### src/hw/rtl/tfcc_pkg.sv
// ----------------------------------------------------------------------------
// tfcc_pkg
// Shared constants, types and helpers for the triggered four-channel capture.
// ----------------------------------------------------------------------------
`default_nettype none

package tfcc_pkg;

  localparam int DEPTH       = 512;
  localparam int SAMPLE_BITS = 16;
  localparam int ADDR_W      = $clog2(DEPTH);
  localparam int FILL_W      = $clog2(DEPTH + 1);
  localparam int CNT_W       = 24;
  localparam int RAM_W       = 4 * SAMPLE_BITS;
  localparam int CFG_DATA_W  = 24;
  localparam int HYST_STEPS  = 3;

  localparam logic [FILL_W-1:0] FILL_FULL = FILL_W'(DEPTH);
  localparam logic [CNT_W-1:0]  CNT_MAX   = '1;

  // command codes
  localparam logic CMD_SAMPLE = 1'b0;
  localparam logic CMD_READ   = 1'b1;

  // trigger source codes
  localparam logic [2:0] SRC_EXT = 3'd0;
  localparam logic [2:0] SRC_A   = 3'd1;
  localparam logic [2:0] SRC_B   = 3'd2;
  localparam logic [2:0] SRC_C   = 3'd3;
  localparam logic [2:0] SRC_D   = 3'd4;

  // register indexes
  localparam logic [2:0] REG_DECIMATION = 3'd0;
  localparam logic [2:0] REG_HOLDOFF    = 3'd1;
  localparam logic [2:0] REG_TRIG_SRC   = 3'd2;
  localparam logic [2:0] REG_TRIG_LEVEL = 3'd3;
  localparam logic [2:0] REG_ZERO_MASK  = 3'd4;

  typedef struct packed {
    logic [15:0]        decimation;
    logic [23:0]        holdoff_samples;
    logic [2:0]         trigger_source;
    logic signed [15:0] trigger_level;
    logic [3:0]         zero_mask;
  } cfg_t;

  // per-item result fields handed from the acquisition stage to the output stage
  typedef struct packed {
    logic       rd_ok;
    logic [9:0] write_position;
    logic       frozen;
    logic       rearmed;
  } res_t;

  function automatic logic [SAMPLE_BITS-1:0] to_store(input logic [15:0] v);
    logic signed [31:0] x;
    x = 32'(signed'(v));
    return x[SAMPLE_BITS-1:0];
  endfunction

  function automatic logic [15:0] from_store(input logic [SAMPLE_BITS-1:0] s);
    logic signed [31:0] x;
    x = 32'(signed'(s));
    return x[15:0];
  endfunction

endpackage

`default_nettype wire

### src/hw/rtl/tfcc_cfg_if.sv
// ----------------------------------------------------------------------------
// tfcc_cfg_if
// Configuration write channel: register index and write data.
// ----------------------------------------------------------------------------
`default_nettype none

interface tfcc_cfg_if;
  logic        valid;
  logic        ready;
  logic [2:0]  index;
  logic [23:0] data;

  modport source (output valid, index, data, input ready);
  modport sink   (input valid, index, data, output ready);
endinterface

`default_nettype wire

### src/hw/rtl/tfcc_cfg.sv
// ----------------------------------------------------------------------------
// tfcc_cfg
// Configuration register bank, written through the configuration channel.
// ----------------------------------------------------------------------------
`default_nettype none

module tfcc_cfg (
  input  wire logic     clk,
  input  wire logic     rst_n,
  tfcc_cfg_if.sink      cfg_port,
  output tfcc_pkg::cfg_t cfg
);

  tfcc_pkg::cfg_t cfg_r;

  assign cfg_port.ready = 1'b1;
  assign cfg = cfg_r;

  always_ff @(posedge clk) begin
    if (!rst_n) begin
      cfg_r.decimation      <= 16'd3;
      cfg_r.holdoff_samples <= 24'd0;
      cfg_r.trigger_source  <= tfcc_pkg::SRC_A;
      cfg_r.trigger_level   <= 16'sd0;
      cfg_r.zero_mask       <= 4'd0;
    end else if (cfg_port.valid) begin
      case (cfg_port.index)
        tfcc_pkg::REG_DECIMATION: cfg_r.decimation      <= cfg_port.data[15:0];
        tfcc_pkg::REG_HOLDOFF:    cfg_r.holdoff_samples <= cfg_port.data[23:0];
        tfcc_pkg::REG_TRIG_SRC:   cfg_r.trigger_source  <= cfg_port.data[2:0];
        tfcc_pkg::REG_TRIG_LEVEL: cfg_r.trigger_level   <= signed'(cfg_port.data[15:0]);
        tfcc_pkg::REG_ZERO_MASK:  cfg_r.zero_mask       <= cfg_port.data[3:0];
        default: ;
      endcase
    end
  end

endmodule

`default_nettype wire

### src/flat_wrapper.sv
// flat-port wrapper written by rule: the top's interface ports become plain ports
module tfcc_cfg_flat 
  (clk, rst_n, cfg, cfg_port_valid, cfg_port_index, cfg_port_data, cfg_port_ready);
  tfcc_cfg_if cfg_port_i ();
  input  wire logic clk;
  input  wire logic rst_n;
  output tfcc_pkg::cfg_t cfg;
  input wire logic [$bits(cfg_port_i.valid)-1:0] cfg_port_valid;
  input wire logic [$bits(cfg_port_i.index)-1:0] cfg_port_index;
  input wire logic [$bits(cfg_port_i.data)-1:0] cfg_port_data;
  output wire logic [$bits(cfg_port_i.ready)-1:0] cfg_port_ready;
  assign cfg_port_i.valid = cfg_port_valid;
  assign cfg_port_i.index = cfg_port_index;
  assign cfg_port_i.data = cfg_port_data;
  assign cfg_port_ready = cfg_port_i.ready;
  tfcc_cfg u_core (.clk(clk), .rst_n(rst_n), .cfg_port(cfg_port_i), .cfg(cfg));
endmodule
### config.mk
export PLATFORM = sky130hd
export DESIGN_NAME = tfcc_cfg_flat
export DESIGN_NICKNAME = d
export VERILOG_FILES = /design/src/hw/rtl/tfcc_pkg.sv /design/src/hw/rtl/tfcc_cfg_if.sv /design/src/hw/rtl/tfcc_cfg.sv /design/src/flat_wrapper.sv
export SDC_FILE = /design/constraint.sdc
export NUM_CORES = 1
export LEC_CHECK = 0
export ABC_AREA = 0
export ABC_CLOCK_PERIOD_IN_PS = 2800
export BUFFER_PORTS_ARGS = -buffer_cell sky130_fd_sc_hd__buf_2
export CAP_MARGIN = 20
export CORE_ASPECT_RATIO = 1.25
export CORE_UTILIZATION = 40
export CTS_CLUSTER_DIAMETER = 200
export CTS_CLUSTER_SIZE = 10
export DETAILED_ROUTE_END_ITERATION = 12
export GPL_ROUTABILITY_DRIVEN = 1
export MAX_ROUTING_LAYER = met4
export PLACE_DENSITY_LB_ADDON = 0.05
export SETUP_SLACK_MARGIN = 0.5
export SYNTH_ARGS = -nofsm -noshare
export SYNTH_HDL_FRONTEND = slang
export SYNTH_SLANG_ARGS = --single-unit
export TNS_END_PERCENT = 20
### constraint.sdc
create_clock -name clk -period 2.8 [get_ports clk]
set_input_delay 0.14 -clock clk [delete_from_list [all_inputs] [get_ports clk]]
set_output_delay 0.14 -clock clk [all_outputs]
set_load 0.01 [all_outputs]
==> qor.yml <==
place:
  port_buffers: 92
  place_inst: 384
  gp_congestion: 0.701
  dp_slack_ps: 1260
  dpl-instance-area_um2: 2900
  dp_hpwl_um: 3410
synth:
  syn_inst: 240
  synth_area_um2: 2410
  syn-num-nets: 270
  ys_seq_area_frac: 0.523
  yosys_register_bits: 63
  yosysWarnings: 0
  synth_cell_types: 14
  postSynthAreaPerCell_um2: 10.0
detailed_routing:
  antenna_left: 0
  drt-pass1-iter-count: 4
  viasPerCell: 4.73
  drc: 0
  drt-initial-drc-count: 65
  routed_wl_um: 5090
  wl_met2_um: 2580
  wl_met1_um: 2230
  avgRoutedWirePerCell_um: 12.7
  via_count: 1890
  wl_met3_um: 238
  dr.max_layer_used: "met4"
global_routing:
  grt_pass1_wl_um: 7890
  grt_use_total: 0.171
  antenna_found_initial: 0
  grt_pass1_vias: 1757
  grt_max_degree: 48
  gr-total-overflow: 0
pwr:
  pwr-share-comb: 0.074
  ir_drop_v: 0.000304
  power_density_nw_per_um2: 587
  p_leak_nw: 1.55
  p_sw_frac: 0.225
  seq_power_share: 0.510
  p_switching_w: 0.000409
  power.internal_w: 0.00141
  clockPowerShare: 0.416
timing:
  finalHoldViolCount: 0
  tns_ps: 0
  finalClockSkew_ps: 0
  rsz0062_at_grt: "false"
  final.min_clock_period_ps: 1210
  fin_crit_sh: 0.432
  relSlewSlack: 0.405
  fin_ws_ps: 1590
  report.final.slew_viol_count: 0
  tightestPinTransition_ps: 892
  max_freq_mhz: 827
  setup_viol: 0
clock_network:
  cts_resized: 0
  cts_buffers: 9
  postCtsSetupBuffers: 0
  cts_tree: "done"
  cts_buffer_depth: 2
  htree_levels: 3
  cts-root-buf: "clkbuf_8"
  insertion_delay_ps: 320
  cts.sinks: 63
  holdBufCountCts: 0
  clk_pin_slew_ps: 70
floorplan:
  rows: 31
  dieWidth_um: 71.4
  core_area_um2: 5820
  start_util: 0.414
  die_area_um2: 6340
  chipHeight_um: 88.8
  io_pins: 94
setup_path:
  crit_buf_inv: 1
  cp_cell_sequence: "buf_2 > and4bb_2 > mux2i_1"
  cp_top_family: "simple AND/OR/NAND/NOR gates"
  cp_max_fo: 24
  slowest_stage: "and4bb_2"
  slowest_delay_ps: 900
  worst_ep_arrival_time_ps: 1450
  worstPathRequired_ps: 3040
  criticalPathCategory: "primary input to flop"
  cp-end-kind: "flop"
  crit_path_start_kind: "primary input"
hold_path:
  min_path_type: "primary input to flop"
cells_and_area:
  diodes: 0
  fin_nets: 359
  largest_reg_flops: 63
  drive_gt1_frac: 0.341
  fin_cells: 400
  final_common_cell: "buf_2"
  final_cell_mix: "buf_2, nand2_1, mux2i_1, dfxtp_1, clkbuf_8"
  area_delta_synth_final_pct: 28.2
  final_area_um2: 3090
status:
  status: "finished, final reports clean"
flow_run:
  cap_violations: 0
## per-layer routing
metal  global-route usage  vias up
li1                     -      961
met1                0.183      869
met2                0.287       56
met3               0.0433        4
met4                0.104        0
met5                    -        -
## per-stage QoR
| stage | utilization | hold slack [ps] | power [W] |
|---|---|---|---|
| after floorplan | - | 282 | 0.00102 |
| after global placement | 0.498 | 388 | 0.00108 |
| after detailed placement | 0.498 | 399 | 0.00108 |
| after CTS | 0.531 | 36.1 | 0.00184 |
| after global routing | 0.531 | 45.6 | 0.00190 |
| final | 0.531 | 52.2 | 0.00182 |
## cell families after synthesis
| logic type | after synthesis | share of synthesized area |
|---|---|---|
| buffers and inverters | 18 | 0.0395 |
| flip-flops | 63 | 0.523 |
| multiplexers | 63 | 0.262 |
| other | 1 | 0.00156 |
| AND/OR/NAND/NOR | 95 | 0.174 |
## power by group through the flow
stage                     combinational [W]  sequential (W)  clock [W]
final                              0.000135        0.000925   0.000755
after global placement             0.000136        0.000945          0
after floorplan                   0.0000700        0.000955          0
after detailed placement           0.000136        0.000945          0
after global routing               0.000149        0.000926   0.000823
after CTS                          0.000137        0.000925   0.000782
## final cells by class
class | count | area (um2)
Clock buffer | 12 | 145
Clock inverter | 4 | 45.0
Fill cell | 575 | 2730
Multi-Input combinational cell | 159 | 1050
Sequential cell | 63 | 1260
Tap cell | 66 | 82.6
Timing Repair Buffer | 96 | 503
## synth_stat cells, drive strengths merged
master | count | share of area
buf | 9 | 0.025
mux2i | 63 | 0.26
nor2b | 5 | 0.013
dfxtp | 63 | 0.52
clkbuf | 9 | 0.014
and4bb | 2 | 0.010
nand4b | 1 | 0.0036
or4b | 1 | 0.0057
nand2 | 84 | 0.13
conb | 1 | 0.0016
nor4b | 1 | 0.0062
nor4bb | 1 | 0.0042
## final timing paths
kind	startpoint	endpoint	slack, ps	cells after the start
worst max-delay path	cfg_port_index[1]	u_core.cfg[35]	1590	3
worst min-delay path	cfg_port_data[17]	u_core.cfg[40]	50	3
worst max register to register	u_core.cfg[47]	u_core.cfg[47]	2170	2
worst min register to register	u_core.cfg[31]	u_core.cfg[31]	450	2
## worst register-to-register path, cell delays in order, from the launching register on
cell	delay, ps
dfxtp_1	310
nor2b_1	110
mux2i_1	70
Power figures use the tool's default switching activity.
