===== src/hw/rtl/tfcc_pkg.sv =====
// ----------------------------------------------------------------------------
// tfcc_pkg
// Shared constants, types and helpers for the triggered four-channel capture.
// ----------------------------------------------------------------------------
`default_nettype none

package tfcc_pkg;

  localparam int DEPTH       = 512;
  localparam int SAMPLE_BITS = 16;
  localparam int ADDR_W      = $clog2(DEPTH);
  localparam int FILL_W      = $clog2(DEPTH + 1);
  localparam int CNT_W       = 24;
  localparam int RAM_W       = 4 * SAMPLE_BITS;
  localparam int CFG_DATA_W  = 24;
  localparam int HYST_STEPS  = 3;

  localparam logic [FILL_W-1:0] FILL_FULL = FILL_W'(DEPTH);
  localparam logic [CNT_W-1:0]  CNT_MAX   = '1;

  // command codes
  localparam logic CMD_SAMPLE = 1'b0;
  localparam logic CMD_READ   = 1'b1;

  // trigger source codes
  localparam logic [2:0] SRC_EXT = 3'd0;
  localparam logic [2:0] SRC_A   = 3'd1;
  localparam logic [2:0] SRC_B   = 3'd2;
  localparam logic [2:0] SRC_C   = 3'd3;
  localparam logic [2:0] SRC_D   = 3'd4;

  // register indexes
  localparam logic [2:0] REG_DECIMATION = 3'd0;
  localparam logic [2:0] REG_HOLDOFF    = 3'd1;
  localparam logic [2:0] REG_TRIG_SRC   = 3'd2;
  localparam logic [2:0] REG_TRIG_LEVEL = 3'd3;
  localparam logic [2:0] REG_ZERO_MASK  = 3'd4;

  typedef struct packed {
    logic [15:0]        decimation;
    logic [23:0]        holdoff_samples;
    logic [2:0]         trigger_source;
    logic signed [15:0] trigger_level;
    logic [3:0]         zero_mask;
  } cfg_t;

  // per-item result fields handed from the acquisition stage to the output stage
  typedef struct packed {
    logic       rd_ok;
    logic [9:0] write_position;
    logic       frozen;
    logic       rearmed;
  } res_t;

  function automatic logic [SAMPLE_BITS-1:0] to_store(input logic [15:0] v);
    logic signed [31:0] x;
    x = 32'(signed'(v));
    return x[SAMPLE_BITS-1:0];
  endfunction

  function automatic logic [15:0] from_store(input logic [SAMPLE_BITS-1:0] s);
    logic signed [31:0] x;
    x = 32'(signed'(s));
    return x[15:0];
  endfunction

endpackage

`default_nettype wire


===== src/hw/rtl/tfcc_out_if.sv =====
// ----------------------------------------------------------------------------
// tfcc_out_if
// Result word channel: read data and capture status.
// ----------------------------------------------------------------------------
`default_nettype none

interface tfcc_out_if;
  logic               valid;
  logic               ready;
  logic signed [15:0] read_a;
  logic signed [15:0] read_b;
  logic signed [15:0] read_c;
  logic signed [15:0] read_d;
  logic [9:0]         write_position;
  logic               frozen;
  logic               rearmed;

  modport source (
    output valid, read_a, read_b, read_c, read_d, write_position, frozen, rearmed,
    input  ready
  );
  modport sink (
    input  valid, read_a, read_b, read_c, read_d, write_position, frozen, rearmed,
    output ready
  );
endinterface

`default_nettype wire


===== src/hw/rtl/tfcc_out.sv =====
// ----------------------------------------------------------------------------
// tfcc_out
// Result register: holds status fields beside the registered store read
// data and presents the result word until taken.
// ----------------------------------------------------------------------------
`default_nettype none

module tfcc_out (
  input  wire logic                       clk,
  input  wire logic                       rst_n,
  input  wire logic                       res_valid,
  input  wire tfcc_pkg::res_t             res,
  output logic                            res_ready,
  input  wire logic [tfcc_pkg::RAM_W-1:0] ram_rdata,
  tfcc_out_if.source                      out_port
);

  localparam int SB = tfcc_pkg::SAMPLE_BITS;

  logic           s2_valid_r;
  tfcc_pkg::res_t res_r;

  assign res_ready = !s2_valid_r || out_port.ready;

  always_ff @(posedge clk) begin
    if (!rst_n) begin
      s2_valid_r <= 1'b0;
    end else if (res_valid) begin
      s2_valid_r <= 1'b1;
    end else if (out_port.ready) begin
      s2_valid_r <= 1'b0;
    end
  end

  always_ff @(posedge clk) begin
    if (res_valid) begin
      res_r <= res;
    end
  end

  assign out_port.valid          = s2_valid_r;
  assign out_port.read_a         = res_r.rd_ok ?
                                   tfcc_pkg::from_store(ram_rdata[4*SB-1:3*SB]) : '0;
  assign out_port.read_b         = res_r.rd_ok ?
                                   tfcc_pkg::from_store(ram_rdata[3*SB-1:2*SB]) : '0;
  assign out_port.read_c         = res_r.rd_ok ?
                                   tfcc_pkg::from_store(ram_rdata[2*SB-1:SB]) : '0;
  assign out_port.read_d         = res_r.rd_ok ?
                                   tfcc_pkg::from_store(ram_rdata[SB-1:0]) : '0;
  assign out_port.write_position = res_r.write_position;
  assign out_port.frozen         = res_r.frozen;
  assign out_port.rearmed        = res_r.rearmed;

  a_no_overwrite: assert property (@(posedge clk) disable iff (!rst_n)
    (s2_valid_r && !out_port.ready) |-> !res_valid)
    else $error("result overwritten while stalled");

  a_stall_holds: assert property (@(posedge clk) disable iff (!rst_n)
    (s2_valid_r && !out_port.ready) |=> (s2_valid_r && $stable(res_r)))
    else $error("stalled result lost");

  a_rearm_only_on_sample: assert property (@(posedge clk) disable iff (!rst_n)
    (res_valid && res.rd_ok) |-> !res.rearmed)
    else $error("read command reported a rearm");

endmodule

`default_nettype wire


===== src/flat_wrapper.sv =====
// flat-port wrapper written by rule: the top's interface ports become plain ports
module tfcc_out_flat 
  (clk, rst_n, res_valid, res, res_ready, ram_rdata, out_port_valid, out_port_read_a, out_port_read_b, out_port_read_c, out_port_read_d, out_port_write_position, out_port_frozen, out_port_rearmed, out_port_ready);
  tfcc_out_if out_port_i ();
  input  wire logic clk;
  input  wire logic rst_n;
  input  wire logic res_valid;
  input  wire tfcc_pkg::res_t res;
  output logic res_ready;
  input  wire logic [tfcc_pkg::RAM_W-1:0] ram_rdata;
  output wire logic [$bits(out_port_i.valid)-1:0] out_port_valid;
  output wire logic [$bits(out_port_i.read_a)-1:0] out_port_read_a;
  output wire logic [$bits(out_port_i.read_b)-1:0] out_port_read_b;
  output wire logic [$bits(out_port_i.read_c)-1:0] out_port_read_c;
  output wire logic [$bits(out_port_i.read_d)-1:0] out_port_read_d;
  output wire logic [$bits(out_port_i.write_position)-1:0] out_port_write_position;
  output wire logic [$bits(out_port_i.frozen)-1:0] out_port_frozen;
  output wire logic [$bits(out_port_i.rearmed)-1:0] out_port_rearmed;
  input wire logic [$bits(out_port_i.ready)-1:0] out_port_ready;
  assign out_port_valid = out_port_i.valid;
  assign out_port_read_a = out_port_i.read_a;
  assign out_port_read_b = out_port_i.read_b;
  assign out_port_read_c = out_port_i.read_c;
  assign out_port_read_d = out_port_i.read_d;
  assign out_port_write_position = out_port_i.write_position;
  assign out_port_frozen = out_port_i.frozen;
  assign out_port_rearmed = out_port_i.rearmed;
  assign out_port_i.ready = out_port_ready;
  tfcc_out u_core (.clk(clk), .rst_n(rst_n), .res_valid(res_valid), .res(res), .res_ready(res_ready), .ram_rdata(ram_rdata), .out_port(out_port_i));
endmodule

===== config.mk =====
export PLATFORM = sky130hd
export DESIGN_NAME = tfcc_out_flat
export DESIGN_NICKNAME = d
export VERILOG_FILES = /design/src/hw/rtl/tfcc_pkg.sv /design/src/hw/rtl/tfcc_out_if.sv /design/src/hw/rtl/tfcc_out.sv /design/src/flat_wrapper.sv
export SDC_FILE = /design/constraint.sdc
export NUM_CORES = 1
export LEC_CHECK = 0
export ABC_AREA = 1
export BUFFER_PORTS_ARGS = -buffer_cell sky130_fd_sc_hd__buf_2
export CAP_MARGIN = 10
export CORE_MARGIN = 2
export CORE_UTILIZATION = 29
export DETAILED_ROUTE_END_ITERATION = 10
export PLACE_DENSITY = 0.91
export SLEW_MARGIN = 20
export SYNTH_ARGS = -nofsm -noshare
export SYNTH_HDL_FRONTEND = slang
export SYNTH_SLANG_ARGS = --single-unit

===== constraint.sdc =====
create_clock -name clk -period 0.9 [get_ports clk]
set_input_delay 0.09 -clock clk [delete_from_list [all_inputs] [get_ports clk]]
set_output_delay 0.09 -clock clk [all_outputs]
set_load 0.005 [all_outputs]

==> results.md <==
- Outcome: finished with violations
- Violated checks: negative setup slack
- Pre-CTS setup slack: -73.0 ps
- Pin count of the biggest net entering global routing: 65
- Worst-margin pin slew: 286 ps
- First-pass GRT wire length: 4.60 mm
- Min-delay worst type: primary input to flip-flop
- Clock transition at the registers of the reported paths: about 50 ps
- Initial antenna violation count: 0
- Starting Density: about 30%
- Slowest-stage cell, CP: edfxtp_1
- Final Net Count: about 400
- Synth Warn #: 0
- Clock Skew: 0 ps
- FF+latch count, synth: 14
- Routed via count: 1456
- Post-layout min period: between 1000 and 1500 ps
- DR DRC count: 0
- Antenna-violating nets left: 0
- Post-synth top cells: inv_1, nand2_1, edfxtp_1
- Critical path fanouts, max: 16
- Layout cell share with drive strength beyond 1: between 60% and 70%
- Peak supply drop: around 0.0011 V
- Power Internal: between 1.5 and 2 mW
- Largest delay share family, worst path: buffers and inverters
- IO Pins: around 160
- R2R setup slack: approximately 330 ps
- Initial DRC Count: 37
- Length of the first detailed-routing pass in iterations: 4
- DP Wirelength: roughly 2.8 mm
- Synthesized area: 1060 um2
- Root Driver: clkbuf_8
- Placed Instances: ~350
- Share of the synthesized area in the top cell type: between 30% and 40%
- Endpoints failing setup: between 60 and 70
- Crit path capture type: output port
- P_sw: 0.604 mW
- Worst skew pair latency: between 200 and 250 ps
- Slew margin rel.: 80.9%
- Met1 usage: roughly 12%
- Avg Synthesized Cell Area: 6.49 um2
- Via density: 3.99
- Flop pwr share: approximately 37%
- Grt met2 use: 28.9%
- CTS Buf Count: 3
- Startpoint types: flip-flop
- PortBufs: roughly 160
- WS Path Type: flip-flop to output port
- Req. time, crit path: approximately 810 ps
- Crit-path cells: buf_12, buf_6, nand2_1, inv_1, buf_2
- Post-synthesis async set-or-reset flop share: 0%
- Crit share post-route: 146%
- Worst-case clock buffer depth: 2
- CTS sink cnt: 14
- Met3 GRT Util: 4.34%
- Number of synthesized flops with an enable pin: 13
- Most numerous cell in the Yosys netlist: inv_1
- Predominant post-synthesis flop cell: edfxtp_1
- Worst stage delay on the critical path: slightly above 400 ps
- Critical path buffer and inverter count: 4
- Final instance area: between 2000 and 2500 um2
- Cell Rows: 22
- CTS tree: yes
- Max Cap Violations: 0
- Inserted Diodes: 0
- Total Power: 2.13 mW
- Number of global-route vias before repair: ~1200
- DIE AREA: between 4000 and 5000 um2
- Area of placed instances: roughly 1800 um2
- Top post-synthesis cells by area: edfxtp_1, inv_1, nand2_1
- Post-Layout Cell Count: approximately 370
- Clock power frac: around 23%
- Minimum hold slack: roughly 23 ps
- Post-synth net total: between 200 and 250
- Library cells used by synthesis: 7
- Post-Syn Instances: roughly 160
- Chip width: around 65 um
- Cell area power density: 1030 nW/um2
- Sequential-to-total area share from yosys stat: around 39%
- Die height: 64.6 um
- Net Sw Frac: approximately 28%
- H-tree level count: 1
- Endpoint arrival time on the critical path: ~1200 ps
- Setup slack after layout: -414 ps
- Comb pwr share: between 40% and 50%
- Final hold vios: 0
- DRT Wirelength: 4.06 mm
- GRT Total Usage: between 10% and 20%
- Slew Limit Fails: 0
- Max frequency: 761 MHz
- Gr busiest metal: met2
- Gr ovfl total: 0
- Syn-to-layout area delta: 94.1%
- RSZ-0062 raised after global routing: true
- Yosys top cell by area: edfxtp_1
- Pleak: 1.59 nW
- Wire per inst: 11.1 um
- Final GP Congestion: between 0.6 and 0.7
- Core box area: between 3000 and 4000 um2
- Fillcell total: around 340
[layout by cell type, fill, tap and decap left out, drive strengths merged]
cell and n:
a21oi 1, buf 163, clkbuf 6, clkinv 1
dfxtp 1, edfxtp 13, inv 67, nand2 65
[layer usage]
metal,part of all wire [%],vias to the layer above
met5,0,-
met4,1.5,0
met3,9.3,8
met2,54,78
met1,35,642
li1,-,728
[stage by stage]
stage	utilization [%]	TNS [ps]
2_1_floorplan	-	0
3_3_place_gp	49.4	-1880
3_5_place_dp	49.4	-2810
4_1_cts	50.7	-19670
5_1_grt	57.3	-26760
6_report	57.3	-23530
[cell type report]
class | count | area, um2 | share of cell area (%)
inverter | 67 | 251 | 12.2
tap | 48 | 60.1 | 2.91
timing repair buffer | 166 | 971 | 47.0
multi-input combinational | 66 | 329 | 15.9
clock buffer | 3 | 41.3 | 2.00
sequential | 14 | 410 | 19.9
clock inverter | 1 | 3.75 | 0.182
[power groups by stage]
stage | sequential [mW] | clock (mW) | combinational (mW)
after floorplan | 0.794 | 0 | 0.321
after global placement | 0.792 | 0 | 0.645
after detailed placement | 0.795 | 0 | 0.659
after CTS | 0.783 | 0.517 | 0.660
after global routing | 0.785 | 0.547 | 0.942
final | 0.782 | 0.494 | 0.853
[cells by family (layout without fill, tap and decap cells)]
logic type | Yosys count | in the layout | synth area share [%]
flops | 14 | 14 | 38.5
simple gates | 65 | 65 | 22.9
buf+inv | 84 | 237 | 38.1
compound gates | 1 | 1 | 0.470
[registers in the layout, indices dropped and copies added, names as in the netlist]
register and flops:
u_core.out_port.frozen 1, u_core.out_port.valid 1, u_core.res_r 1, u_core.out_port.rearmed 1, u_core.out_port.write_position 10
[repair_timing]
item,4_1_cts,5_1_grt
endpoints found under the setup margin,64,64
pin swaps,0,4
hold buffers,0,0
buffers inserted,0,1
resized for setup,0,41
cloned,0,6
[path summary, 6_finish.rpt]
kind,depth (start not counted),endpoint,from
setup / recovery,5,out_port_read_b[6],u_core.res_r[12]$_DFFE_PP_
setup reg to reg,2,u_core.out_port.valid$_SDFFE_PN0P_,u_core.out_port.valid$_SDFFE_PN0P_
hold / removal,1,u_core.out_port.write_position[8]$_DFFE_PP_,res[10]
hold reg to reg,2,u_core.out_port.valid$_SDFFE_PN0P_,u_core.out_port.valid$_SDFFE_PN0P_
Note: power is estimated with default switching activity, not from simulation.
