<file path="config.mk">
export PLATFORM = sky130hd
export DESIGN_NAME = tfcc_acq_flat
export DESIGN_NICKNAME = d
export VERILOG_FILES = /design/src/hw/rtl/tfcc_pkg.sv /design/src/hw/rtl/tfcc_in_if.sv /design/src/hw/rtl/tfcc_acq.sv /design/src/flat_wrapper.sv
export SDC_FILE = /design/constraint.sdc
export NUM_CORES = 1
export LEC_CHECK = 0
export BUFFER_PORTS_ARGS = -buffer_cell sky130_fd_sc_hd__buf_2
export CELL_PAD_IN_SITES_DETAIL_PLACEMENT = 0
export CELL_PAD_IN_SITES_GLOBAL_PLACEMENT = 1
export CORE_AREA = 10 10 153 190
export CTS_BUF_LIST = sky130_fd_sc_hd__clkbuf_4 sky130_fd_sc_hd__clkbuf_8
export DETAILED_ROUTE_END_ITERATION = 10
export DIE_AREA = 0 0 163 200
export GPL_TIMING_DRIVEN = 0
export PLACE_DENSITY = 0.89
export SYNTH_ARGS = -nofsm -noshare
export SYNTH_HDL_FRONTEND = slang
export SYNTH_SLANG_ARGS = --single-unit
</file>
<file path="constraint.sdc">
create_clock -name clk -period 12.45 [get_ports clk]
set_clock_uncertainty 0.2 [all_clocks]
set_input_delay 2.49 -clock clk [delete_from_list [all_inputs] [get_ports clk]]
set_output_delay 2.49 -clock clk [all_outputs]
set_load 0.01 [all_outputs]
</file>
<file path="src/hw/rtl/tfcc_pkg.sv">
// ----------------------------------------------------------------------------
// tfcc_pkg
// Shared constants, types and helpers for the triggered four-channel capture.
// ----------------------------------------------------------------------------
`default_nettype none

package tfcc_pkg;

  localparam int DEPTH       = 512;
  localparam int SAMPLE_BITS = 16;
  localparam int ADDR_W      = $clog2(DEPTH);
  localparam int FILL_W      = $clog2(DEPTH + 1);
  localparam int CNT_W       = 24;
  localparam int RAM_W       = 4 * SAMPLE_BITS;
  localparam int CFG_DATA_W  = 24;
  localparam int HYST_STEPS  = 3;

  localparam logic [FILL_W-1:0] FILL_FULL = FILL_W'(DEPTH);
  localparam logic [CNT_W-1:0]  CNT_MAX   = '1;

  // command codes
  localparam logic CMD_SAMPLE = 1'b0;
  localparam logic CMD_READ   = 1'b1;

  // trigger source codes
  localparam logic [2:0] SRC_EXT = 3'd0;
  localparam logic [2:0] SRC_A   = 3'd1;
  localparam logic [2:0] SRC_B   = 3'd2;
  localparam logic [2:0] SRC_C   = 3'd3;
  localparam logic [2:0] SRC_D   = 3'd4;

  // register indexes
  localparam logic [2:0] REG_DECIMATION = 3'd0;
  localparam logic [2:0] REG_HOLDOFF    = 3'd1;
  localparam logic [2:0] REG_TRIG_SRC   = 3'd2;
  localparam logic [2:0] REG_TRIG_LEVEL = 3'd3;
  localparam logic [2:0] REG_ZERO_MASK  = 3'd4;

  typedef struct packed {
    logic [15:0]        decimation;
    logic [23:0]        holdoff_samples;
    logic [2:0]         trigger_source;
    logic signed [15:0] trigger_level;
    logic [3:0]         zero_mask;
  } cfg_t;

  // per-item result fields handed from the acquisition stage to the output stage
  typedef struct packed {
    logic       rd_ok;
    logic [9:0] write_position;
    logic       frozen;
    logic       rearmed;
  } res_t;

  function automatic logic [SAMPLE_BITS-1:0] to_store(input logic [15:0] v);
    logic signed [31:0] x;
    x = 32'(signed'(v));
    return x[SAMPLE_BITS-1:0];
  endfunction

  function automatic logic [15:0] from_store(input logic [SAMPLE_BITS-1:0] s);
    logic signed [31:0] x;
    x = 32'(signed'(s));
    return x[15:0];
  endfunction

endpackage

`default_nettype wire

</file>
<file path="src/hw/rtl/tfcc_in_if.sv">
// ----------------------------------------------------------------------------
// tfcc_in_if
// Input word channel: sample or read command with its fields.
// ----------------------------------------------------------------------------
`default_nettype none

interface tfcc_in_if;
  logic               valid;
  logic               ready;
  logic               command;
  logic signed [15:0] chan_a;
  logic signed [15:0] chan_b;
  logic signed [15:0] chan_c;
  logic signed [15:0] chan_d;
  logic signed [15:0] ext_trig;
  logic [4:0]         connected_mask;
  logic               freeze_press;
  logic [8:0]         read_index;

  modport source (
    output valid, command, chan_a, chan_b, chan_c, chan_d, ext_trig,
           connected_mask, freeze_press, read_index,
    input  ready
  );
  modport sink (
    input  valid, command, chan_a, chan_b, chan_c, chan_d, ext_trig,
           connected_mask, freeze_press, read_index,
    output ready
  );
endinterface

`default_nettype wire

</file>
<file path="src/hw/rtl/tfcc_acq.sv">
// ----------------------------------------------------------------------------
// tfcc_acq
// Input register plus acquisition state: decimation, fill, freeze, trigger
// detector and rearm; issues store writes and read requests.
// ----------------------------------------------------------------------------
`default_nettype none

module tfcc_acq (
  input  wire logic                          clk,
  input  wire logic                          rst_n,
  tfcc_in_if.sink                            in_port,
  input  wire tfcc_pkg::cfg_t                cfg,
  input  wire logic                          res_ready,
  output logic                               res_valid,
  output tfcc_pkg::res_t                     res,
  output logic                               ram_we,
  output logic [tfcc_pkg::ADDR_W-1:0]        ram_waddr,
  output logic [tfcc_pkg::RAM_W-1:0]         ram_wdata,
  output logic                               ram_re,
  output logic [tfcc_pkg::ADDR_W-1:0]        ram_raddr
);

  // input register
  logic               s1_valid_r;
  logic               cmd_r;
  logic signed [15:0] chan_a_r, chan_b_r, chan_c_r, chan_d_r, ext_r;
  logic [4:0]         conn_r;
  logic               press_r;
  logic [8:0]         idx_r;

  // capture state
  logic [tfcc_pkg::FILL_W-1:0] fill_r, fill_nxt;
  logic [tfcc_pkg::FILL_W-1:0] hwm_r, hwm_nxt;
  logic [tfcc_pkg::CNT_W-1:0]  cnt_r, cnt_nxt;
  logic                        freeze_r, freeze_nxt;
  logic                        prev_r, prev_nxt;
  logic                        trig_r, trig_nxt;

  logic                        s1_adv;
  logic                        in_acc;
  logic                        rearm;
  logic                        src_conn;
  logic                        src_zero;
  logic signed [15:0]          src_val;
  logic signed [16:0]          diff;
  logic [tfcc_pkg::CNT_W-1:0]  cinc;
  logic [31:0]                 idx_ext;
  logic [31:0]                 pos_ext;

  assign s1_adv        = s1_valid_r && res_ready;
  assign in_port.ready = !s1_valid_r || s1_adv;
  assign in_acc        = in_port.valid && in_port.ready;
  assign res_valid     = s1_adv;

  always_ff @(posedge clk) begin
    if (!rst_n) begin
      s1_valid_r <= 1'b0;
    end else if (in_acc) begin
      s1_valid_r <= 1'b1;
    end else if (s1_adv) begin
      s1_valid_r <= 1'b0;
    end
  end

  always_ff @(posedge clk) begin
    if (in_acc) begin
      cmd_r    <= in_port.command;
      chan_a_r <= in_port.chan_a;
      chan_b_r <= in_port.chan_b;
      chan_c_r <= in_port.chan_c;
      chan_d_r <= in_port.chan_d;
      ext_r    <= in_port.ext_trig;
      conn_r   <= in_port.connected_mask;
      press_r  <= in_port.freeze_press;
      idx_r    <= in_port.read_index;
    end
  end

  // selected trigger source
  always_comb begin
    src_conn = 1'b0;
    src_zero = 1'b0;
    src_val  = ext_r;
    case (cfg.trigger_source)
      tfcc_pkg::SRC_EXT: begin
        src_conn = conn_r[0];
      end
      tfcc_pkg::SRC_A: begin
        src_conn = conn_r[1];
        src_zero = cfg.zero_mask[0];
        src_val  = chan_a_r;
      end
      tfcc_pkg::SRC_B: begin
        src_conn = conn_r[2];
        src_zero = cfg.zero_mask[1];
        src_val  = chan_b_r;
      end
      tfcc_pkg::SRC_C: begin
        src_conn = conn_r[3];
        src_zero = cfg.zero_mask[2];
        src_val  = chan_c_r;
      end
      tfcc_pkg::SRC_D: begin
        src_conn = conn_r[4];
        src_zero = cfg.zero_mask[3];
        src_val  = chan_d_r;
      end
      default: begin
        // out-of-range source behaves as unconnected
        src_conn = 1'b0;
      end
    endcase
  end

  assign diff = 17'(src_val) - 17'(cfg.trigger_level);

  always_comb begin
    fill_nxt   = fill_r;
    hwm_nxt    = hwm_r;
    cnt_nxt    = cnt_r;
    freeze_nxt = freeze_r;
    prev_nxt   = prev_r;
    trig_nxt   = trig_r;
    ram_we     = 1'b0;
    rearm      = 1'b0;
    cinc       = cnt_r;
    if (s1_adv && cmd_r == tfcc_pkg::CMD_SAMPLE) begin
      prev_nxt = press_r;
      if (press_r && !prev_r) begin
        freeze_nxt = !freeze_r;
      end
      if (fill_r < tfcc_pkg::FILL_FULL) begin
        cinc = (cnt_r == tfcc_pkg::CNT_MAX) ? cnt_r : cnt_r + 1'b1;
        if (cinc > tfcc_pkg::CNT_W'(cfg.decimation)) begin
          cnt_nxt  = '0;
          ram_we   = 1'b1;
          fill_nxt = fill_r + 1'b1;
          // writes run in order from zero, so the high-water mark rises only while fill is at it
          if (fill_r == hwm_r) begin
            hwm_nxt = hwm_r + 1'b1;
          end
        end else begin
          cnt_nxt = cinc;
        end
      end
      if (fill_nxt == tfcc_pkg::FILL_FULL && !freeze_nxt) begin
        if (!src_conn || src_zero) begin
          rearm = 1'b1;
        end else begin
          cnt_nxt = (cnt_nxt == tfcc_pkg::CNT_MAX) ? cnt_nxt : cnt_nxt + 1'b1;
          if (trig_r) begin
            if (diff <= 17'sd0) begin
              trig_nxt = 1'b0;
            end
          end else if (diff >= signed'(17'(tfcc_pkg::HYST_STEPS))) begin
            trig_nxt = 1'b1;
            rearm    = 1'b1;
          end
          if (cnt_nxt >= cfg.holdoff_samples) begin
            rearm = 1'b1;
          end
        end
        if (rearm) begin
          trig_nxt = 1'b1;
          fill_nxt = '0;
          cnt_nxt  = '0;
        end
      end
    end
  end

  always_ff @(posedge clk) begin
    if (!rst_n) begin
      fill_r   <= '0;
      hwm_r    <= '0;
      cnt_r    <= '0;
      freeze_r <= 1'b0;
      prev_r   <= 1'b0;
      trig_r   <= 1'b1;
    end else begin
      fill_r   <= fill_nxt;
      hwm_r    <= hwm_nxt;
      cnt_r    <= cnt_nxt;
      freeze_r <= freeze_nxt;
      prev_r   <= prev_nxt;
      trig_r   <= trig_nxt;
    end
  end

  assign ram_waddr = fill_r[tfcc_pkg::ADDR_W-1:0];
  assign ram_wdata = {tfcc_pkg::to_store(chan_a_r), tfcc_pkg::to_store(chan_b_r),
                      tfcc_pkg::to_store(chan_c_r), tfcc_pkg::to_store(chan_d_r)};

  assign idx_ext   = 32'(idx_r);
  assign ram_re    = s1_adv && cmd_r == tfcc_pkg::CMD_READ;
  assign ram_raddr = idx_ext[tfcc_pkg::ADDR_W-1:0];

  assign pos_ext = 32'(fill_nxt);

  always_comb begin
    // never-written entries read as zero
    res.rd_ok          = (cmd_r == tfcc_pkg::CMD_READ) && (idx_ext < 32'(hwm_r));
    res.write_position = pos_ext[9:0];
    res.frozen         = freeze_nxt;
    res.rearmed        = rearm;
  end

  a_fill_bound: assert property (@(posedge clk) disable iff (!rst_n)
    fill_r <= tfcc_pkg::FILL_FULL)
    else $error("fill position beyond depth");

  a_hwm_covers_fill: assert property (@(posedge clk) disable iff (!rst_n)
    hwm_r >= fill_r)
    else $error("high-water mark below fill position");

  a_rearm_clears: assert property (@(posedge clk) disable iff (!rst_n)
    rearm |=> (fill_r == '0 && cnt_r == '0 && trig_r))
    else $error("rearm did not restart capture");

  a_read_keeps_state: assert property (@(posedge clk) disable iff (!rst_n)
    (s1_adv && cmd_r == tfcc_pkg::CMD_READ) |=>
      ($stable(fill_r) && $stable(cnt_r) && $stable(freeze_r) && $stable(prev_r)))
    else $error("read command changed capture state");

endmodule

`default_nettype wire

</file>
<file path="src/flat_wrapper.sv">
// flat-port wrapper written by rule: the top's interface ports become plain ports
module tfcc_acq_flat 
  (clk, rst_n, cfg, res_ready, res_valid, res, ram_we, ram_waddr, ram_wdata, ram_re, ram_raddr, in_port_valid, in_port_command, in_port_chan_a, in_port_chan_b, in_port_chan_c, in_port_chan_d, in_port_ext_trig, in_port_connected_mask, in_port_freeze_press, in_port_read_index, in_port_ready);
  tfcc_in_if in_port_i ();
  input  wire logic clk;
  input  wire logic rst_n;
  input  wire tfcc_pkg::cfg_t cfg;
  input  wire logic res_ready;
  output logic res_valid;
  output tfcc_pkg::res_t res;
  output logic ram_we;
  output logic [tfcc_pkg::ADDR_W-1:0] ram_waddr;
  output logic [tfcc_pkg::RAM_W-1:0] ram_wdata;
  output logic ram_re;
  output logic [tfcc_pkg::ADDR_W-1:0] ram_raddr;
  input wire logic [$bits(in_port_i.valid)-1:0] in_port_valid;
  input wire logic [$bits(in_port_i.command)-1:0] in_port_command;
  input wire logic [$bits(in_port_i.chan_a)-1:0] in_port_chan_a;
  input wire logic [$bits(in_port_i.chan_b)-1:0] in_port_chan_b;
  input wire logic [$bits(in_port_i.chan_c)-1:0] in_port_chan_c;
  input wire logic [$bits(in_port_i.chan_d)-1:0] in_port_chan_d;
  input wire logic [$bits(in_port_i.ext_trig)-1:0] in_port_ext_trig;
  input wire logic [$bits(in_port_i.connected_mask)-1:0] in_port_connected_mask;
  input wire logic [$bits(in_port_i.freeze_press)-1:0] in_port_freeze_press;
  input wire logic [$bits(in_port_i.read_index)-1:0] in_port_read_index;
  output wire logic [$bits(in_port_i.ready)-1:0] in_port_ready;
  assign in_port_i.valid = in_port_valid;
  assign in_port_i.command = in_port_command;
  assign in_port_i.chan_a = in_port_chan_a;
  assign in_port_i.chan_b = in_port_chan_b;
  assign in_port_i.chan_c = in_port_chan_c;
  assign in_port_i.chan_d = in_port_chan_d;
  assign in_port_i.ext_trig = in_port_ext_trig;
  assign in_port_i.connected_mask = in_port_connected_mask;
  assign in_port_i.freeze_press = in_port_freeze_press;
  assign in_port_i.read_index = in_port_read_index;
  assign in_port_ready = in_port_i.ready;
  tfcc_acq u_core (.clk(clk), .rst_n(rst_n), .in_port(in_port_i), .cfg(cfg), .res_ready(res_ready), .res_valid(res_valid), .res(res), .ram_we(ram_we), .ram_waddr(ram_waddr), .ram_wdata(ram_wdata), .ram_re(ram_re), .ram_raddr(ram_raddr));
endmodule
</file>
==> results_dict.tcl <==
set metrics [dict create \
    synth_top_area_share_pct 27.5 \
    io_pins 262 \
    use_met2_pct 38.6 \
    via_per_inst 5.77 \
    synth_top_family_by_area "simple AND/OR/NAND/NOR gates" \
    whs_ns 0.256 \
    synthSimpleGateAreaFrac_pct 19.6 \
    r2r_slack_ns 2.12 \
    power.internal_uw 858 \
    seq_power_share_pct 45.6 \
    ys.warnings.count 0 \
    synth.area.mux_share_pct 5.52 \
    avgSynthCellArea_um2 9.11 \
    status "finished, final reports clean" \
    fillCellCount 2415 \
    critPathMaxFanout 10 \
    ant_nets 0 \
    clock-sinks 144 \
    chipWidth_um 163 \
    clk_pin_slew_worst_paths_ns 0.09 \
    r2r-start "u_core.cnt_r[1]" \
    hold_path_end "u_core.prev_r" \
    overflow 0 \
    syn-cell-area_mm2 0.0105 \
    critPathKind "primary input to primary output" \
    rows 65 \
    routed_wl_um 36500 \
    portBuffers 259 \
    arrival_ns 9.53 \
    finalHoldViolCount 0 \
    synthAdderAreaFrac_pct 8.31 \
    start_kind "primary input" \
    yosysSeqAreaShare_pct 36.7 \
    power_switching_share_pct 28.6 \
    gp_congestion 0.963 \
    synth_compound_gate_area_share_pct 17.8 \
    worstMarginPinSlew_ns 1.10 \
    combPwrFrac_pct 19.8 \
    fp.dieH_um 200 \
    ctsRootBufferMaster "clkbuf_8" \
    vias 10300 \
    hold_path_depth 2 \
    finalCritPeriodShare_pct 98.1 \
    hp-start "u_core.prev_r" \
    busiest_layer "met2" \
    setup_violations 0 \
    power_leakage_uw 0.00550 \
    yosys.area.top_type "edfxtp_1" \
    numCtsBuffers 17 \
    drv_slew 0 \
    grt_pass1_wl_um 55600 \
    first_pass_iters 5 \
    fin_crit_ns 12.22 \
    p_sw_uw 343 \
    irDropWorstVdd_v 0.0000504 \
    nets 1669 \
    synth_nets 1382 \
    total_power_uw 1200 \
    clock_latency_ns 0.47 \
    min_path_type "register to register" \
    dieArea_mm2 0.0326 \
    drt-initial-drc-count 938 \
    yosysMostFrequentCell "edfxtp_1" \
    area_growth_pct 22.3 \
    max_stage_delay_ns 0.41 \
    grt_start_max_net_pins 73 \
    final_layout_size_suffix_gt1_share_pct 26.2 \
    cts_max_level 4 \
    synth_common_cells "edfxtp_1, nand2_1, inv_1, nor2_1, a21oi_1" \
    cts_tree "yes" \
    synth_top_cells_by_area "edfxtp_1, dfxtp_1, ha_1, a21oi_1, xnor2_1" \
    yosysUniqueCellTypes 85 \
    core_mm2 0.0252 \
    reg2reg_to "u_core.cnt_r[8]" \
    post_drt_wl_per_cell_um 20.4 \
    multiInputGateArea_mm2 0.00603 \
    synthXorXnorAreaFrac_pct 5.52 \
    initial_core_util_pct 41.6 \
    yosys_most_used_dff "edfxtp_1" \
    grt_usage_pct 21.6 \
    hpwlAfterDp_um 28800 \
    grtUsageMet3_pct 3.63 \
    fin_tns_setup_ns 0 \
    antenna_found_initial 2 \
    worstPathRequired_ns 9.76 \
    seq_area_mm2 0.00384 \
    synth-edff-count 96 \
    use_met1_pct 24.8 \
    slowest_stage "a221o_1" \
    grt_pass1_vias 9993 \
    cts.path.max_buffers 2 \
    clkPwrFrac_pct 34.6 \
    synthArstFlopShare_pct 0 \
    ys_seq_elements 144 \
    maxCapViolCount 0 \
    max_slew_margin_pct 26.4 \
    worstSetupEndpointType "primary output" \
    rr_worst_depth 39 \
    fmax_mhz 81.9 \
    drcViolationCount 0 \
    power_density_mw_per_mm2 93.7 \
    synth_cells 1150 \
]
per-stage QoR:
stage	std cells	util, %	instance area, µm²	worst slack [ns]
global route	1787	50.8	12800	-0.0223
floorplan	1150	-	10500	1.19
CTS	1779	50.5	12700	0.0382
detailed placement	1745	48.5	12200	-1.84
global placement	1744	48.4	12200	-1.76
finish	1787	50.8	12800	0.235
logic make-up (layout without fill, tap and decap cells):
group,count (synthesis),count (layout)
AO/OA/AOI/OAI,283,283
buffers and inverters,164,464
other,0,2
XOR/XNOR,66,66
AND/OR/NAND/NOR,382,382
multiplexers,42,42
flip-flops,144,144
adder cells (fa/ha/maj),69,69
cells in the final DEF (no fill, tap or decap), types with 8 or more instances in the layout:
| cell type | instances |
|---|---|
| a21o_1 | 20 |
| a21oi_1 | 71 |
| a22oi_1 | 10 |
| a31oi_1 | 18 |
| and2_1 | 21 |
| and3_1 | 9 |
| buf_2 | 278 |
| buf_4 | 20 |
| clkbuf_1 | 45 |
| clkbuf_8 | 17 |
| dfxtp_1 | 47 |
| edfxtp_1 | 96 |
| ha_1 | 67 |
| inv_1 | 79 |
| mux2i_1 | 23 |
| mux4_2 | 12 |
| nand2_1 | 82 |
| nand2b_1 | 23 |
| nand3_1 | 27 |
| nand4_1 | 34 |
| nor2_1 | 78 |
| nor2b_1 | 12 |
| nor3_1 | 26 |
| nor4_1 | 11 |
| o21a_1 | 8 |
| o21ai_0 | 51 |
| o21ai_1 | 8 |
| o22ai_1 | 8 |
| or4_1 | 12 |
| xnor2_1 | 38 |
| xor2_1 | 28 |
worst max path at each step:
stage	start	to	slack, ns	depth (start not counted)
floorplan	cfg[54]	res[11]	1.19	30
global placement	u_core.cnt_r[1]	res[0]	-1.76	37
detailed placement	cfg[52]	res[0]	-1.84	31
CTS	u_core.cnt_r[1]	res[11]	0.04	38
global route	u_core.cnt_r[1]	res[11]	-0.02	37
finish	cfg[61]	res[11]	0.23	31
worst max-delay path, delay by kind of cell:
kind / cells / cell delay (ns)
multiplexers: 1 / 0.29
buffers and inverters: 7 / 1.26
adder cells (fa/ha/maj): 3 / 0.86
XOR/XNOR: 1 / 0.32
AO/OA/AOI/OAI: 9 / 2.12
AND/OR/NAND/NOR: 10 / 2.15
power by group through the flow:
stage / Combinational [µW] / Sequential [µW] / Clock [µW]
after detailed placement: 233 / 558 / 0
after CTS: 235 / 547 / 423
after global routing: 265 / 549 / 442
final: 238 / 548 / 415
after floorplan: 140 / 563 / 0
after global placement: 228 / 559 / 0
sequential cells by signal (all words and copies together) (netlist names):
signal             flops
u_core.cnt_r          24
u_core.chan_a_r       16
u_core.chan_b_r       16
u_core.chan_c_r       16
u_core.chan_d_r       16
u_core.ext_r          16
u_core.fill_r         10
u_core.hwm_r          10
u_core.ram_raddr       9
u_core.conn_r          5
u_core.cmd_r           1
u_core.freeze_r        1
u_core.press_r         1
u_core.prev_r          1
u_core.s1_valid_r      1
u_core.trig_r          1
per-layer routing:
metal  wire [µm]  vias to the layer above
met5           0                        -
met4        1220                        0
met3        2470                       75
met2       18600                      479
met1       14200                     4928
li1            -                     4828
final cells by class:
type / instances / area share [%]
Clock buffer: 19 / 1.94
Antenna cell: 2 / 0.0391
Buffer: 84 / 3.01
Inverter: 79 / 2.31
Clock inverter: 13 / 1.46
Sequential cell: 144 / 30.0
Timing Repair Buffer: 269 / 10.9
Multi-Input combinational cell: 842 / 47.1
Tap cell: 335 / 3.27
repair_timing:
item | CTS | global route
hold buffers | 0 | 0
pin swaps | 2 | 3
setup endpoints to repair | 9 | 2
setup buffers | 3 | 6
resized for setup | 15 | 8
Note: power is estimated with default switching activity, not from simulation.
